===== config.mk =====
export PLATFORM = sky130hd
export DESIGN_NAME = aes_ctrl
export DESIGN_NICKNAME = d
export VERILOG_FILES = /design/src/rtl/aes_pkg.sv /design/src/rtl/aes_ctrl.sv
export SDC_FILE = /design/constraint.sdc
export NUM_CORES = 1
export LEC_CHECK = 0
export BUFFER_PORTS_ARGS = -buffer_cell sky130_fd_sc_hd__buf_2
export CORE_MARGIN = 2
export CORE_UTILIZATION = 56
export CTS_BUF_LIST = sky130_fd_sc_hd__clkbuf_4
export DETAILED_ROUTE_END_ITERATION = 8
export PLACE_DENSITY = 0.93
export SETUP_SLACK_MARGIN = 0.2
export SLEW_MARGIN = 20
export SYNTH_ARGS = -nofsm -noshare
export SYNTH_HDL_FRONTEND = slang
export SYNTH_SLANG_ARGS = --single-unit

===== constraint.sdc =====
create_clock -name clk -period 2.8 [get_ports clk]
set_input_delay 0.14 -clock clk [delete_from_list [all_inputs] [get_ports clk]]
set_output_delay 0.14 -clock clk [all_outputs]
set_load 0.1 [all_outputs]

===== src/rtl/aes_pkg.sv =====
// ----------------------------------------------------------------------------
// aes_pkg
// Shared types, register indexes, S-box tables and round functions of the
// AES block cipher core.
// ----------------------------------------------------------------------------
package aes_pkg;

  // Configuration register indexes
  localparam logic [2:0] CFG_KEY_SIZE   = 3'd0;
  localparam logic [2:0] CFG_KEY_WORD_0 = 3'd1;
  localparam logic [2:0] CFG_KEY_WORD_1 = 3'd2;
  localparam logic [2:0] CFG_KEY_WORD_2 = 3'd3;
  localparam logic [2:0] CFG_KEY_WORD_3 = 3'd4;

  // Opcodes carried on tuser
  localparam logic OP_ENCRYPT = 1'b0;
  localparam logic OP_DECRYPT = 1'b1;

  // Commands from the controller to the datapath
  typedef struct packed {
    logic blk_load;   // capture input block
    logic rnd_init;   // initial round key add
    logic rnd_step;   // one full round
    logic rnd_last;   // round without column mixing
    logic dec;        // inverse direction
    logic res_load;   // move state to output register
    logic exp_start;  // load key, reset round constant
    logic exp_step;   // generate one schedule word
    logic exp_key;    // word comes straight from the key
    logic wr_inv;     // write data is a copied encrypt row
    logic inv_mix;    // apply InvMixColumns to the copied row
  } dp_cmd_t;

  localparam logic [7:0] SBOX [256] = '{
    8'h63, 8'h7c, 8'h77, 8'h7b, 8'hf2, 8'h6b, 8'h6f, 8'hc5,
    8'h30, 8'h01, 8'h67, 8'h2b, 8'hfe, 8'hd7, 8'hab, 8'h76,
    8'hca, 8'h82, 8'hc9, 8'h7d, 8'hfa, 8'h59, 8'h47, 8'hf0,
    8'had, 8'hd4, 8'ha2, 8'haf, 8'h9c, 8'ha4, 8'h72, 8'hc0,
    8'hb7, 8'hfd, 8'h93, 8'h26, 8'h36, 8'h3f, 8'hf7, 8'hcc,
    8'h34, 8'ha5, 8'he5, 8'hf1, 8'h71, 8'hd8, 8'h31, 8'h15,
    8'h04, 8'hc7, 8'h23, 8'hc3, 8'h18, 8'h96, 8'h05, 8'h9a,
    8'h07, 8'h12, 8'h80, 8'he2, 8'heb, 8'h27, 8'hb2, 8'h75,
    8'h09, 8'h83, 8'h2c, 8'h1a, 8'h1b, 8'h6e, 8'h5a, 8'ha0,
    8'h52, 8'h3b, 8'hd6, 8'hb3, 8'h29, 8'he3, 8'h2f, 8'h84,
    8'h53, 8'hd1, 8'h00, 8'hed, 8'h20, 8'hfc, 8'hb1, 8'h5b,
    8'h6a, 8'hcb, 8'hbe, 8'h39, 8'h4a, 8'h4c, 8'h58, 8'hcf,
    8'hd0, 8'hef, 8'haa, 8'hfb, 8'h43, 8'h4d, 8'h33, 8'h85,
    8'h45, 8'hf9, 8'h02, 8'h7f, 8'h50, 8'h3c, 8'h9f, 8'ha8,
    8'h51, 8'ha3, 8'h40, 8'h8f, 8'h92, 8'h9d, 8'h38, 8'hf5,
    8'hbc, 8'hb6, 8'hda, 8'h21, 8'h10, 8'hff, 8'hf3, 8'hd2,
    8'hcd, 8'h0c, 8'h13, 8'hec, 8'h5f, 8'h97, 8'h44, 8'h17,
    8'hc4, 8'ha7, 8'h7e, 8'h3d, 8'h64, 8'h5d, 8'h19, 8'h73,
    8'h60, 8'h81, 8'h4f, 8'hdc, 8'h22, 8'h2a, 8'h90, 8'h88,
    8'h46, 8'hee, 8'hb8, 8'h14, 8'hde, 8'h5e, 8'h0b, 8'hdb,
    8'he0, 8'h32, 8'h3a, 8'h0a, 8'h49, 8'h06, 8'h24, 8'h5c,
    8'hc2, 8'hd3, 8'hac, 8'h62, 8'h91, 8'h95, 8'he4, 8'h79,
    8'he7, 8'hc8, 8'h37, 8'h6d, 8'h8d, 8'hd5, 8'h4e, 8'ha9,
    8'h6c, 8'h56, 8'hf4, 8'hea, 8'h65, 8'h7a, 8'hae, 8'h08,
    8'hba, 8'h78, 8'h25, 8'h2e, 8'h1c, 8'ha6, 8'hb4, 8'hc6,
    8'he8, 8'hdd, 8'h74, 8'h1f, 8'h4b, 8'hbd, 8'h8b, 8'h8a,
    8'h70, 8'h3e, 8'hb5, 8'h66, 8'h48, 8'h03, 8'hf6, 8'h0e,
    8'h61, 8'h35, 8'h57, 8'hb9, 8'h86, 8'hc1, 8'h1d, 8'h9e,
    8'he1, 8'hf8, 8'h98, 8'h11, 8'h69, 8'hd9, 8'h8e, 8'h94,
    8'h9b, 8'h1e, 8'h87, 8'he9, 8'hce, 8'h55, 8'h28, 8'hdf,
    8'h8c, 8'ha1, 8'h89, 8'h0d, 8'hbf, 8'he6, 8'h42, 8'h68,
    8'h41, 8'h99, 8'h2d, 8'h0f, 8'hb0, 8'h54, 8'hbb, 8'h16
  };

  localparam logic [7:0] INV_SBOX [256] = '{
    8'h52, 8'h09, 8'h6a, 8'hd5, 8'h30, 8'h36, 8'ha5, 8'h38,
    8'hbf, 8'h40, 8'ha3, 8'h9e, 8'h81, 8'hf3, 8'hd7, 8'hfb,
    8'h7c, 8'he3, 8'h39, 8'h82, 8'h9b, 8'h2f, 8'hff, 8'h87,
    8'h34, 8'h8e, 8'h43, 8'h44, 8'hc4, 8'hde, 8'he9, 8'hcb,
    8'h54, 8'h7b, 8'h94, 8'h32, 8'ha6, 8'hc2, 8'h23, 8'h3d,
    8'hee, 8'h4c, 8'h95, 8'h0b, 8'h42, 8'hfa, 8'hc3, 8'h4e,
    8'h08, 8'h2e, 8'ha1, 8'h66, 8'h28, 8'hd9, 8'h24, 8'hb2,
    8'h76, 8'h5b, 8'ha2, 8'h49, 8'h6d, 8'h8b, 8'hd1, 8'h25,
    8'h72, 8'hf8, 8'hf6, 8'h64, 8'h86, 8'h68, 8'h98, 8'h16,
    8'hd4, 8'ha4, 8'h5c, 8'hcc, 8'h5d, 8'h65, 8'hb6, 8'h92,
    8'h6c, 8'h70, 8'h48, 8'h50, 8'hfd, 8'hed, 8'hb9, 8'hda,
    8'h5e, 8'h15, 8'h46, 8'h57, 8'ha7, 8'h8d, 8'h9d, 8'h84,
    8'h90, 8'hd8, 8'hab, 8'h00, 8'h8c, 8'hbc, 8'hd3, 8'h0a,
    8'hf7, 8'he4, 8'h58, 8'h05, 8'hb8, 8'hb3, 8'h45, 8'h06,
    8'hd0, 8'h2c, 8'h1e, 8'h8f, 8'hca, 8'h3f, 8'h0f, 8'h02,
    8'hc1, 8'haf, 8'hbd, 8'h03, 8'h01, 8'h13, 8'h8a, 8'h6b,
    8'h3a, 8'h91, 8'h11, 8'h41, 8'h4f, 8'h67, 8'hdc, 8'hea,
    8'h97, 8'hf2, 8'hcf, 8'hce, 8'hf0, 8'hb4, 8'he6, 8'h73,
    8'h96, 8'hac, 8'h74, 8'h22, 8'he7, 8'had, 8'h35, 8'h85,
    8'he2, 8'hf9, 8'h37, 8'he8, 8'h1c, 8'h75, 8'hdf, 8'h6e,
    8'h47, 8'hf1, 8'h1a, 8'h71, 8'h1d, 8'h29, 8'hc5, 8'h89,
    8'h6f, 8'hb7, 8'h62, 8'h0e, 8'haa, 8'h18, 8'hbe, 8'h1b,
    8'hfc, 8'h56, 8'h3e, 8'h4b, 8'hc6, 8'hd2, 8'h79, 8'h20,
    8'h9a, 8'hdb, 8'hc0, 8'hfe, 8'h78, 8'hcd, 8'h5a, 8'hf4,
    8'h1f, 8'hdd, 8'ha8, 8'h33, 8'h88, 8'h07, 8'hc7, 8'h31,
    8'hb1, 8'h12, 8'h10, 8'h59, 8'h27, 8'h80, 8'hec, 8'h5f,
    8'h60, 8'h51, 8'h7f, 8'ha9, 8'h19, 8'hb5, 8'h4a, 8'h0d,
    8'h2d, 8'he5, 8'h7a, 8'h9f, 8'h93, 8'hc9, 8'h9c, 8'hef,
    8'ha0, 8'he0, 8'h3b, 8'h4d, 8'hae, 8'h2a, 8'hf5, 8'hb0,
    8'hc8, 8'heb, 8'hbb, 8'h3c, 8'h83, 8'h53, 8'h99, 8'h61,
    8'h17, 8'h2b, 8'h04, 8'h7e, 8'hba, 8'h77, 8'hd6, 8'h26,
    8'he1, 8'h69, 8'h14, 8'h63, 8'h55, 8'h21, 8'h0c, 8'h7d
  };

  // Multiply by x in GF(2^8)
  function automatic logic [7:0] xt(input logic [7:0] a);
    return {a[6:0], 1'b0} ^ (a[7] ? 8'h1b : 8'h00);
  endfunction

  function automatic logic [31:0] sub_word(input logic [31:0] w);
    return {SBOX[w[31:24]], SBOX[w[23:16]], SBOX[w[15:8]], SBOX[w[7:0]]};
  endfunction

  function automatic logic [31:0] mix_col(input logic [31:0] w);
    logic [7:0] a0, a1, a2, a3, all;
    a0  = w[31:24];
    a1  = w[23:16];
    a2  = w[15:8];
    a3  = w[7:0];
    all = a0 ^ a1 ^ a2 ^ a3;
    return {a0 ^ all ^ xt(a0 ^ a1), a1 ^ all ^ xt(a1 ^ a2),
            a2 ^ all ^ xt(a2 ^ a3), a3 ^ all ^ xt(a3 ^ a0)};
  endfunction

  function automatic logic [31:0] inv_mix_col(input logic [31:0] w);
    logic [7:0] a [4];
    logic [7:0] m9 [4];
    logic [7:0] m11 [4];
    logic [7:0] m13 [4];
    logic [7:0] m14 [4];
    logic [7:0] x2, x4, x8;
    for (int k = 0; k < 4; k++) begin
      a[k]   = w[31 - 8*k -: 8];
      x2     = xt(a[k]);
      x4     = xt(x2);
      x8     = xt(x4);
      m9[k]  = x8 ^ a[k];
      m11[k] = x8 ^ x2 ^ a[k];
      m13[k] = x8 ^ x4 ^ a[k];
      m14[k] = x8 ^ x4 ^ x2;
    end
    return {m14[0] ^ m11[1] ^ m13[2] ^ m9[3],
            m9[0] ^ m14[1] ^ m11[2] ^ m13[3],
            m13[0] ^ m9[1] ^ m14[2] ^ m11[3],
            m11[0] ^ m13[1] ^ m9[2] ^ m14[3]};
  endfunction

  function automatic logic [127:0] inv_mix_row(input logic [127:0] s);
    logic [127:0] t;
    for (int c = 0; c < 4; c++) begin
      t[127 - 32*c -: 32] = inv_mix_col(s[127 - 32*c -: 32]);
    end
    return t;
  endfunction

  // Byte substitution and row shift; byte 4c+r is row r of column c
  function automatic logic [127:0] sub_shift(input logic [127:0] s, input logic inv);
    logic [127:0] t;
    logic [7:0]   v;
    logic [1:0]   f;
    for (int c = 0; c < 4; c++) begin
      for (int r = 0; r < 4; r++) begin
        f = inv ? 2'(c - r) : 2'(c + r);
        v = s[127 - 8*(4*int'(f) + r) -: 8];
        t[127 - 8*(4*c + r) -: 8] = inv ? INV_SBOX[v] : SBOX[v];
      end
    end
    return t;
  endfunction

  // One cipher round without the key add
  function automatic logic [127:0] round_core(input logic [127:0] s, input logic inv,
                                              input logic last);
    logic [127:0] t, m;
    t = sub_shift(s, inv);
    for (int c = 0; c < 4; c++) begin
      m[127 - 32*c -: 32] = inv ? inv_mix_col(t[127 - 32*c -: 32])
                                : mix_col(t[127 - 32*c -: 32]);
    end
    return last ? t : m;
  endfunction

endpackage


===== src/rtl/aes_ctrl.sv =====
// ----------------------------------------------------------------------------
// aes_ctrl
// Sequencer: key expansion, decrypt schedule copy, round counting and the
// output handshake. Drives the schedule RAM addresses.
// ----------------------------------------------------------------------------
module aes_ctrl
  import aes_pkg::*;
#(
  parameter int SCHEDULE_WORDS = 60
) (
  input  logic                                  clk,
  input  logic                                  rst,
  input  logic                                  cfg_we,
  input  logic [2:0]                            cfg_index,
  input  logic [1:0]                            cfg_size,
  input  logic                                  s_tvalid,
  input  logic                                  s_tuser,
  output logic                                  s_tready,
  output logic                                  m_tvalid,
  input  logic                                  m_tready,
  output dp_cmd_t                               cmd,
  output logic [3:0]                            nk,
  output logic                                  ram_we,
  output logic [$clog2(2*(SCHEDULE_WORDS/4))-1:0] ram_waddr,
  output logic [$clog2(2*(SCHEDULE_WORDS/4))-1:0] ram_raddr
);

  localparam int ROWS = SCHEDULE_WORDS / 4;
  localparam int AW   = $clog2(2 * ROWS);
  localparam int WCW  = $clog2(SCHEDULE_WORDS);
  localparam int RCW  = $clog2(ROWS + 1);

  typedef enum logic [2:0] {S_IDLE, S_EXPAND, S_INVERT, S_ROUND, S_HOLD} state_t;

  state_t         state;
  logic           stale;
  logic [1:0]     key_size;
  logic [WCW-1:0] cnt_w;
  logic [RCW-1:0] cnt_r;
  logic           dec_q;
  logic [3:0]     rounds;
  logic [WCW-1:0] last_word;
  logic           cfg_hit;
  logic           accept;

  // Key length in words, reduced until the schedule fits the store
  function automatic logic [3:0] eff_nk(input logic [1:0] ks);
    logic [3:0] n;
    n = (ks >= 2'd2) ? 4'd8 : ((ks == 2'd1) ? 4'd6 : 4'd4);
    if (n == 4'd8 && SCHEDULE_WORDS < 60) n = 4'd6;
    if (n == 4'd6 && SCHEDULE_WORDS < 52) n = 4'd4;
    return n;
  endfunction

  assign rounds    = nk + 4'd6;
  assign last_word = WCW'((32'(nk) + 32'd7) * 32'd4 - 32'd1);
  assign cfg_hit   = cfg_we && (cfg_index <= CFG_KEY_WORD_3);
  assign s_tready  = (state == S_IDLE) && !stale;
  assign accept    = s_tvalid && s_tready;

  // Decode commands and RAM addresses
  always_comb begin
    cmd       = '0;
    cmd.dec   = dec_q;
    ram_we    = 1'b0;
    ram_waddr = '0;
    ram_raddr = '0;
    case (state)
      S_IDLE: begin
        if (stale) begin
          cmd.exp_start = 1'b1;
        end else if (accept) begin
          cmd.blk_load = 1'b1;
          ram_raddr    = (s_tuser == OP_DECRYPT) ? AW'(ROWS) : '0;
        end
      end
      S_EXPAND: begin
        cmd.exp_step = 1'b1;
        cmd.exp_key  = 32'(cnt_w) < 32'(nk);
        ram_we       = (cnt_w[1:0] == 2'b11);
        ram_waddr    = AW'(cnt_w >> 2);
      end
      S_INVERT: begin
        cmd.wr_inv  = 1'b1;
        cmd.inv_mix = (cnt_r != RCW'(1)) && (32'(cnt_r) != 32'(rounds) + 32'd1);
        if (32'(cnt_r) <= 32'(rounds)) begin
          ram_raddr = AW'(32'(rounds) - 32'(cnt_r));
        end
        ram_we      = (cnt_r != '0);
        ram_waddr   = AW'(32'(ROWS) + 32'(cnt_r) - 32'd1);
      end
      S_ROUND: begin
        cmd.rnd_init = (cnt_r == '0);
        cmd.rnd_step = (cnt_r != '0);
        cmd.rnd_last = (32'(cnt_r) == 32'(rounds));
        if (32'(cnt_r) < 32'(rounds)) begin
          ram_raddr = AW'((dec_q ? 32'(ROWS) : 32'd0) + 32'(cnt_r) + 32'd1);
        end
      end
      S_HOLD: begin
        cmd.res_load = !m_tvalid || m_tready;
      end
      default: begin
        cmd = '0;
      end
    endcase
  end

  // State, counters, config and output valid
  always_ff @(posedge clk) begin
    if (rst) begin
      state    <= S_IDLE;
      stale    <= 1'b1;
      key_size <= '0;
      cnt_w    <= '0;
      cnt_r    <= '0;
      nk       <= 4'd4;
      dec_q    <= OP_ENCRYPT;
      m_tvalid <= 1'b0;
    end else begin
      if (cfg_we && cfg_index == CFG_KEY_SIZE) begin
        key_size <= cfg_size;
      end
      if (cfg_hit) begin
        stale <= 1'b1;
      end else if (state == S_IDLE && stale) begin
        stale <= 1'b0;
      end
      if (cmd.res_load) begin
        m_tvalid <= 1'b1;
      end else if (m_tready) begin
        m_tvalid <= 1'b0;
      end
      case (state)
        S_IDLE: begin
          if (stale) begin
            state <= S_EXPAND;
            nk    <= eff_nk(key_size);
            cnt_w <= '0;
          end else if (accept) begin
            state <= S_ROUND;
            cnt_r <= '0;
            dec_q <= s_tuser;
          end
        end
        S_EXPAND: begin
          cnt_w <= cnt_w + 1'b1;
          if (cnt_w == last_word) begin
            state <= S_INVERT;
            cnt_r <= '0;
          end
        end
        S_INVERT: begin
          if (32'(cnt_r) == 32'(rounds) + 32'd1) begin
            state <= S_IDLE;
          end else begin
            cnt_r <= cnt_r + 1'b1;
          end
        end
        S_ROUND: begin
          if (32'(cnt_r) == 32'(rounds)) begin
            state <= S_HOLD;
          end else begin
            cnt_r <= cnt_r + 1'b1;
          end
        end
        S_HOLD: begin
          if (cmd.res_load) begin
            state <= S_IDLE;
          end
        end
        default: begin
          state <= S_IDLE;
        end
      endcase
    end
  end

  a_accept_starts_rounds: assert property (@(posedge clk) disable iff (rst)
    accept |=> state == S_ROUND)
    else $error("accepted block did not start the round sequence");

  a_cfg_marks_stale: assert property (@(posedge clk) disable iff (rst)
    cfg_hit |=> stale)
    else $error("configuration write did not mark the schedule stale");

  a_no_write_in_rounds: assert property (@(posedge clk) disable iff (rst)
    (state == S_ROUND || state == S_HOLD) |-> !ram_we)
    else $error("schedule written while a block is in flight");

  a_result_after_hold: assert property (@(posedge clk) disable iff (rst)
    $rose(m_tvalid) |-> $past(state) == S_HOLD)
    else $error("result appeared outside the hold state");

endmodule


==> flow_metrics.tcl <==
set metrics [dict create \
    fin_crit_sh_pct 99.4 \
    wl_per_cell_um 16.9 \
    p_leak_nw 1.00 \
    antenna_found_initial 0 \
    cts_tree "yes" \
    syn_area_um2 1750 \
    die_area_um2 3590 \
    worst_pin_slew_ns 0.719 \
    viasPerCell 6.07 \
    synth_seq_area_share_pct 24.0 \
    slowest_stage "dfxtp_4" \
    hold_slack_ns 0.0405 \
    rows 20 \
    grt_pass1_wl_mm 7.50 \
    globalplace.congestion 0.943 \
    crit_required_ns 2.66 \
    fin_cells 290 \
    final_util_pct 76.2 \
    hold_class "in2reg" \
    final_antenna_net_count 0 \
    cp.arrival_ns 2.64 \
    hpwl_mm 3.36 \
    ios 39 \
    grt_util_all_layers_pct 27.7 \
    cts_buffers 3 \
    post-route-drc-count 0 \
    max-vdd-ir-drop_mv 0.448 \
    fin_nets 289 \
    placedInstanceArea_um2 2100 \
    clock_sinks 21 \
    cap_viol_max_count 0 \
    drtIter0Drc 125 \
    die_h_um 59.9 \
    htreeDepth 1 \
    vias 1761 \
    placed_cells 276 \
    reg2reg_depth 10 \
    avgSynthCellArea_um2 8.42 \
    netlist_instances 208 \
    syn-num-nets 239 \
    wl_mm 4.92 \
    relSlewSlack_pct 51.4 \
    drtPass1Iterations 4 \
    postLayoutCellArea_um2 2290 \
    whs_path_depth 3 \
    ys_ff_latch 21 \
    power.density_nw_per_um2 1040 \
    skew_ns 0.00436 \
    power.total_w 0.00237 \
    final_common_cell "buf_2" \
    n_antenna_cell 0 \
    worstSetupEndpointType "output port" \
    drive_above_1_share_pct 35.8 \
    core-area_um2 3000 \
    crit_chain "inv_2, ha_4, inv_2, ha_4, o21a_1, o31a_1, o21ai_4, o32a_1, a2111oi_4, buf_12" \
    synth_warnings 0 \
    finalHoldViolCount 0 \
    setup_viol 0 \
    cp_slowest_stage_delay_ns 0.38 \
    fmax_ghz 0.359 \
    outcome "complete, no violations" \
    grt_pass1_vias 1651 \
    start_util_pct 58.3 \
    crit_path_max_fanout 4 \
    clk_pin_slew_worst_paths_ns 0.14 \
    clock_tree.buffer_depth 2 \
    ys_types 58 \
    gr-total-overflow 0 \
    report.final.slew_viol_count 0 \
    insertion_delay_ns 0.33 \
    die_w_um 59.9 \
    startpoint_type "flop" \
    crit_type "reg2out" \
    mostFrequentLayoutCells "31 x buf_2, 18 x nand2_1, 18 x a21oi_1, 18 x dfxtp_1, 17 x nor2_1" \
    portBuffers 37 \
    fin_crit_ns 2.78 \
    cts_root_buf "clkbuf_4" \
    area_growth_pct 30.6 \
    rsz0062_at_grt "true" \
    grt_max_degree 22 \
]
## critical path, delay by kind of cell (launching register included)
family	cells	cell delay (ns)
AO/OA/AOI/OAI	5	1.07
adder cells (fa/ha/maj)	2	0.55
buffers and inverters	3	0.31
flip-flops	1	0.38
## synth_stat cells (all sizes together)
cell type / number / area, µm²
o221ai: 3 / 26.3
xnor2: 6 / 52.6
a21oi: 19 / 95.1
clkbuf: 2 / 7.51
a2111oi: 3 / 51.3
conb: 1 / 3.75
a211oi: 2 / 15.0
o41ai: 1 / 27.5
buf: 4 / 33.8
nand4: 3 / 18.8
nor3b: 1 / 7.51
nor2b: 5 / 38.8
fa: 2 / 40.0
xor2: 2 / 17.5
inv: 16 / 60.1
mux2i: 2 / 20.0
a21o: 2 / 15.0
a211o: 1 / 8.76
o31ai: 2 / 20.0
mux2: 1 / 11.3
dfxtp: 21 / 420
a21boi: 1 / 7.51
clkinv: 2 / 12.5
nor3: 4 / 20.0
a221o: 1 / 10.0
and3: 3 / 18.8
ha: 18 / 225
nand3: 7 / 40.0
xnor3: 1 / 22.5
and2: 1 / 6.26
nand2: 20 / 80.1
o31a: 1 / 8.76
o32a: 1 / 10.0
o21a: 4 / 30.0
a31oi: 1 / 6.26
nand2b: 5 / 31.3
nand3b: 2 / 15.0
o21ai: 9 / 48.8
or4: 1 / 7.51
a41oi: 1 / 8.76
nor2: 20 / 80.1
nor4b: 1 / 8.76
a221oi: 1 / 26.3
o211ai: 1 / 7.51
or3: 3 / 28.8
## state kept, by name (all words and copies together), names as in the netlist
name and count:
cnt_r 4, cnt_w 6, dec_q 1, key_size 2, m_tvalid 1, nk 3
stale 1, state 3
## metrics by stage
step           setup TNS [ns]  setup WS, ns
2_1_floorplan           -1.15        -0.523
3_3_place_gp                0         0.275
3_5_place_dp                0         0.183
4_1_cts                     0         0.114
5_1_grt                -0.175       -0.0888
6_report                    0        0.0162
## logic make-up (layout without fill, tap and decap cells)
logic type | after synthesis | after routing | share of synthesized area [%]
muxes | 3 | 3 | 1.79
AOI/OAI and AO/OA | 54 | 54 | 24.1
other | 1 | 1 | 0.214
xor gates and xnor gates | 9 | 9 | 5.29
adders and majority gates | 20 | 20 | 15.1
DFF | 21 | 21 | 24.0
and+or+nand+nor | 76 | 76 | 22.9
buffers and inverters | 24 | 73 | 6.50
## worst paths after layout
| kind | from | endpoint | slack (ns) |
|---|---|---|---|
| worst min-delay path | cfg_size[0] | key_size[0] | 0.04 |
| worst max register to register | nk[2] | cnt_r[2] | 0.52 |
| worst max-delay path | nk[2] | ram_raddr[4] | 0.02 |
| worst min register to register | key_size[1] | nk[3] | 0.50 |
## layer usage
metal | GRT usage (%) | vias to the layer above | share of wire, %
met3 | 5.63 | 13 | 6.4
met4 | 17.1 | 0 | 1.7
met5 | 0 | - | 0
li1 | - | 839 | -
met2 | 43.0 | 77 | 50
met1 | 34.8 | 832 | 42
## cell type report
cell class / instances / area [µm²]
clock buffer: 3 / 22.5
clock inverter: 1 / 7.51
fill: 197 / 714
inverter: 18 / 75.1
multi-input combinational: 163 / 1360
sequential: 21 / 429
tap: 33 / 41.3
timing repair buffer: 51 / 353
## where the power goes
| group | internal (W) | total [W] | switching (W) |
|---|---|---|---|
| Clock | 0.0000548 | 0.000166 | 0.000112 |
| Sequential | 0.000339 | 0.000401 | 0.0000623 |
| Combinational | 0.000525 | 0.00181 | 0.00128 |
## repair_timing
| action | CTS | global route |
|---|---|---|
| gates resized for setup | 10 | 7 |
| setup endpoints to repair | 6 | 5 |
| hold buffers | 0 | 0 |
| buffers inserted | 8 | 2 |
| pin swaps | 8 | 3 |
Power figures use the tool's default switching activity.
